## src/sv/sef_pkg.sv

```systemverilog
// Shared constants, codes and types of the star erosion filter.
package sef_pkg;

  localparam int DEF_MAX_WIDTH  = 2048;
  localparam int DEF_MAX_HEIGHT = 2048;
  localparam int DEF_MAX_RADIUS = 31;

  localparam int PIX_W      = 8;
  localparam int POS_W      = 11;
  localparam int CFG_DATA_W = 12;
  localparam int CFG_IDX_W  = 2;
  localparam int RAD_CFG_W  = 5;

  localparam logic [CFG_DATA_W-1:0] RST_IMAGE_WIDTH  = 12'd1280;
  localparam logic [CFG_DATA_W-1:0] RST_IMAGE_HEIGHT = 12'd960;
  localparam logic [RAD_CFG_W-1:0]  RST_RADIUS       = 5'd22;

  localparam logic [PIX_W-1:0] FULL_VALUE = 8'd255;
  localparam logic [PIX_W-1:0] BACK_VALUE = 8'd0;

  // result queue depth, power of two (pointers wrap naturally)
  localparam int RES_FIFO_DEPTH = 8;

  typedef enum logic [CFG_IDX_W-1:0] {
    REG_IMAGE_WIDTH  = 2'd0,
    REG_IMAGE_HEIGHT = 2'd1,
    REG_RADIUS       = 2'd2
  } cfg_reg_t;

  typedef struct packed {
    logic             produce;
    logic             last;
    logic [POS_W-1:0] row;
    logic [POS_W-1:0] col;
  } res_meta_t;

  typedef struct packed {
    logic [POS_W-1:0] row;
    logic [POS_W-1:0] col;
    logic [PIX_W-1:0] pixel;
    logic             last;
  } res_item_t;

  function automatic int max2(int a, int b);
    return (a > b) ? a : b;
  endfunction

endpackage

```

## src/sv/sef_fifo.sv

```systemverilog
// Result queue between the ray test and the output channel.
module sef_fifo (
  input  logic               clk,
  input  logic               rst,
  input  logic               push,
  input  sef_pkg::res_item_t din,
  input  logic               pop_ready,
  output logic               valid,
  output sef_pkg::res_item_t dout
);
  import sef_pkg::*;

  localparam int PW = $clog2(RES_FIFO_DEPTH);

  res_item_t     q_mem [RES_FIFO_DEPTH];
  logic [PW-1:0] wr_ptr;
  logic [PW-1:0] rd_ptr;
  logic [PW:0]   count;
  logic          pop;

  assign valid = (count != '0);
  assign pop   = valid && pop_ready;
  assign dout  = q_mem[rd_ptr];

  always_ff @(posedge clk) begin
    if (push) begin
      q_mem[wr_ptr] <= din;
    end
  end

  always_ff @(posedge clk) begin
    if (rst) begin
      wr_ptr <= '0;
      rd_ptr <= '0;
      count  <= '0;
    end else begin
      if (push) begin
        wr_ptr <= wr_ptr + PW'(1);
      end
      if (pop) begin
        rd_ptr <= rd_ptr + PW'(1);
      end
      if (push && !pop) begin
        count <= count + (PW+1)'(1);
      end else if (pop && !push) begin
        count <= count - (PW+1)'(1);
      end
    end
  end

endmodule
```

## config.mk

```make
export PLATFORM = sky130hd
export DESIGN_NAME = sef_fifo
export DESIGN_NICKNAME = d
export VERILOG_FILES = /design/src/sv/sef_pkg.sv /design/src/sv/sef_fifo.sv
export SDC_FILE = /design/constraint.sdc
export NUM_CORES = 1
export LEC_CHECK = 0
export ABC_AREA = 1
export BUFFER_PORTS_ARGS = -buffer_cell sky130_fd_sc_hd__buf_4
export CAP_MARGIN = 5
export CORE_UTILIZATION = 60
export DETAILED_ROUTE_END_ITERATION = 8
export PLACE_DENSITY = 0.79
export SLEW_MARGIN = 30
export SYNTH_ARGS = -nofsm -noshare
export SYNTH_HDL_FRONTEND = slang
export SYNTH_SLANG_ARGS = --single-unit
```

## constraint.sdc

```tcl
create_clock -name clk -period 5.24 [get_ports clk]
set_input_delay 0.262 -clock clk [delete_from_list [all_inputs] [get_ports clk]]
set_output_delay 0.262 -clock clk [all_outputs]
set_load 0.05 [all_outputs]
```

# Word level (Yosys, flattened, before mapping)
# Memories as Yosys holds them, arrays and structs flattened. A register that Yosys moved wholly into a read port is not among the register bits.
# Index checks and enable logic that the tools add are counted.
# word_totals
input_bits,35
ram_bits,248
latchBits,0
n_memories,1
wordCells,21
output_inout_bits,32
rom_bits,0
regBits,10
# classes
div,0
n_lt_le_gt_ge,0
eq_ne,0
bitwise_logic,0
addsub,4
shifts,0
n_reduce_logical,7
n_mul,0
n_mux,6
# mem_list
name,depth,width,rd,rd_ports_with_merged_regs,write_ports,line,rtl
q_mem,8,31,1,1,1,sef_fifo.sv:15,res_item_t q_mem [RES_FIFO_DEPTH];
# op_table
op,count
$mux W4,2
$add A3 B1 Y3 const B,2
$mux W3,2
$add A4 B1 Y4 const B,1
$reduce_bool A4 Y1,1
$sub A4 B1 Y4 const B,1
$logic_and A1 B1 Y1,3
$logic_not A1 Y1,2
$mux W1,2
$reduce_bool A2 Y1,1

# Depth between registers and ports, before layout
# logic_depth
word_depth,5
mapped_depth,13

# Worst setup path before layout
# OpenSTA, ideal clock, no wires.
# synth_timing
path_kind,register to register
start,reg wr_ptr[0]
end,"mem q_mem[0][0] (netlist name), enable pin"
stages_incl_launch_ff,3
n_path_buf,0
synth_period_minus_slack_ps,2391
path_slack_ps,2849
setup_time_ps,419
arrival_time_ps,1972
path_cell_list,dfxtp_1 or2_2 nor2_1
# synth_lines
item,line,rtl
start: declaration,sef_fifo.sv:16,logic [PW-1:0] wr_ptr;
start signal: assignment,sef_fifo.sv:38,wr_ptr <= wr_ptr + PW'(1);
end: declaration,sef_fifo.sv:15,
# No word-level cell before the write port.

==> metrics <==
Slew headroom 40.84%; min-delay worst type in2reg; Die H 134.3 µm; die area approximately 18000 µm²; Tmin final about 3300 ps; CTS Buf Count 26; Worst R2R Setup Slack ~3200 ps; Final WS setup 1978 ps; worst vdd ir between 300 and 400 µV; Worst Path Max Fanout 63; post-CTS setup buffers 0; initial antenna violation count 0; count leader, synth nor2_1; Worst Setup End Kind primary output; share of the synthesized area in the top cell type between 70 and 80%; Post-Synth Adder-Cell Area 0.7866%; delay-heaviest family, CP buffers and inverters; crit path cell chain buf_4 -> inv_2 -> buf_4 -> nor2_1 -> o21ai_0 -> nand2_1 -> nand2_1 -> nand2_1 -> buf_4; ys async rst share 0%; Distinct cells, synth 19; critical path depth 9; clock sinks about 260; setup TNS 0 ps; period utilization approximately 62%; Final Net Count between 1000 and 1500; Crit-path slowest cell buf_4; Clock Latency Late Sink approximately 520 ps; Fillers around 1100; ranking of synthesized cells by area edfxtp_1 (71%), nor2_1 (9.4%), nand2_1 (6.2%); core region area around 17000 µm²; CP max stage delay 630 ps; most frequent cells after synthesis nor2_1 (264), edfxtp_1 (248), nand2_1 (174); Max Cap Viol 0; Max Buffers Root-to-Sink 3; Die X between 100 and 150 µm; Synth Net Count 953; largest family of logic cells by synthesized area simple AND/OR/NAND/NOR gates; DP HPWL 11350 µm; startpoint types flop; 1st-iter DRT viols around 580; Leak Pwr ~4.7 nW; post-place setup slack around 2600 ps; Synth area leader edfxtp_1; max-slew violation count 0; compound-gate portion of the synthesized area about 6.5%; RSZ-0062 raised after global routing no; cells after synthesis roughly 910; number of global-route vias before repair around 6500; WL/cell ~17 µm; synthesis-to-layout area growth 18.73%; Worst Tran Pin Value about 900 ps; Hold Fails Final Rpt 0; Pre-antenna DRT Iters 5; GR Util All Layers about a quarter; sequential element share of the synthesized area between 70% and 80%; Hold WS approximately 37 ps; global-route wire length before repair ~33000 µm; clk slew on worst S/H paths 60 ps; Synth Warn # 0; clock skew ~17 ps; Hold Crit Depth 3; WP buf/inv 4; flops & latches, synth 261; Max Clk Rate between 300 and 400 MHz; Worst Path Arrival roughly 3000 ps; Most used DFF post-synth edfxtp_1; Final ANT Viol Nets 0; fraction of layout cells with a size suffix above 1 13.26%; crit path kind reg2out; Antenna Cells 0; multiplexer share of the synthesized area 0%; Reg2Reg Depth 11; Pwr Total approximately 5.8 mW; gr ovfl total 0; final setup violation count 0; number of I/O pins 67; number of synthesized flops with an enable pin 248; outcome completed; routed via count 6800; Mapped Area between 10000 and 15000 µm²; drt via density 5.436; residual DRC count 0; gpl congestion slightly above 0.7; final wirelength ~21000 µm; Critical Path RT 4980 ps; P per Cell Area approximately 460 nW/µm²; Synth Area in Simple Gates 16.06%; largest net degree at the start of global routing 125; root buffer cell clkbuf_16; number of I/O port buffers 66; H-tree Lvls 1; row count 48; XOR/XNOR Fraction of Synth Area less than 1%; Initial Utilization 61.12%; average cell area after synthesis around 12 µm²; CTS tree built
layer usage:
metal	share of wire [%]	vias up	track usage, %
met4	3.1	0	10.36
met2	49	267	40.04
met3	7.1	56	3.704
met1	41	3179	32.06
li1	-	3298	-
met5	0	-	0
power breakdown:
group / internal [mW] / switching (mW) / total (mW)
Combinational: 0.468 / 1.12 / 1.59
Clock: 1.04 / 0.743 / 1.78
Sequential: 2.35 / 0.0481 / 2.40
Total: 3.86 / 1.91 / 5.77
cells in the final DEF, fill, tap and decap left out, drive strengths merged:
master and instances:
buf 80, or2 2, dfxtp 13, o21ai 129, a21oi 8, clkbuf 32
nor2 264, nand2 174, ha 5, clkinvlp 1, inv 15, dlygate4sd3 32
edfxtp 248, bufinv 2, nand3 6, xor2 2, clkinv 12, fa 1
worst min-delay path, stage by stage:
cell and delay (ps):
buf_4 130, nand2_1 70, a21oi_1 60
stage by stage:
step | instances | cell area [µm²] | util [%]
detailed placement | 1171 | 11320 | 65.88
finish | 1251 | 12470 | 72.57
global placement | 1164 | 11130 | 64.79
CTS | 1251 | 12470 | 72.57
global route | 1251 | 12470 | 72.57
floorplan | 912 | 10500 | -
cell families after synthesis:
family,Yosys count
simple gates,446
fa+ha+maj,6
xor+xnor,2
flops,261
compound gates,137
buf+inv,60
repair_timing:
item | CTS | global route
endpoints found under the setup margin | 0 | 0
hold buffers | 32 | 0
endpoints found under the hold margin | 253 | 0
gates resized for setup | 0 | 0
state kept, by name (all words and copies together) (netlist names), named ones only:
name,cells
rd_ptr,3
wr_ptr,3
count,4
q_mem,248
final timing paths:
check                  from   endpoint
setup / recovery       flop   dout[18]
hold / removal         push  wr_ptr[2]
setup reg to reg   count[0]   count[3]
hold reg to reg   rd_ptr[1]       flop
cell type report:
| type | instances | area, µm² | share of cell area (%) |
|---|---|---|---|
| Sequential cell | 261 | 7712 | 61.87 |
| Multi-Input combinational cell | 591 | 2532 | 20.32 |
| Timing Repair Buffer | 112 | 1052 | 8.441 |
| Clock buffer | 32 | 694.4 | 5.571 |
| Tap cell | 225 | 281.5 | 2.258 |
| Clock inverter | 16 | 135.1 | 1.084 |
| Inverter | 14 | 57.56 | 0.4617 |
(Power assumes the default switching activity.)
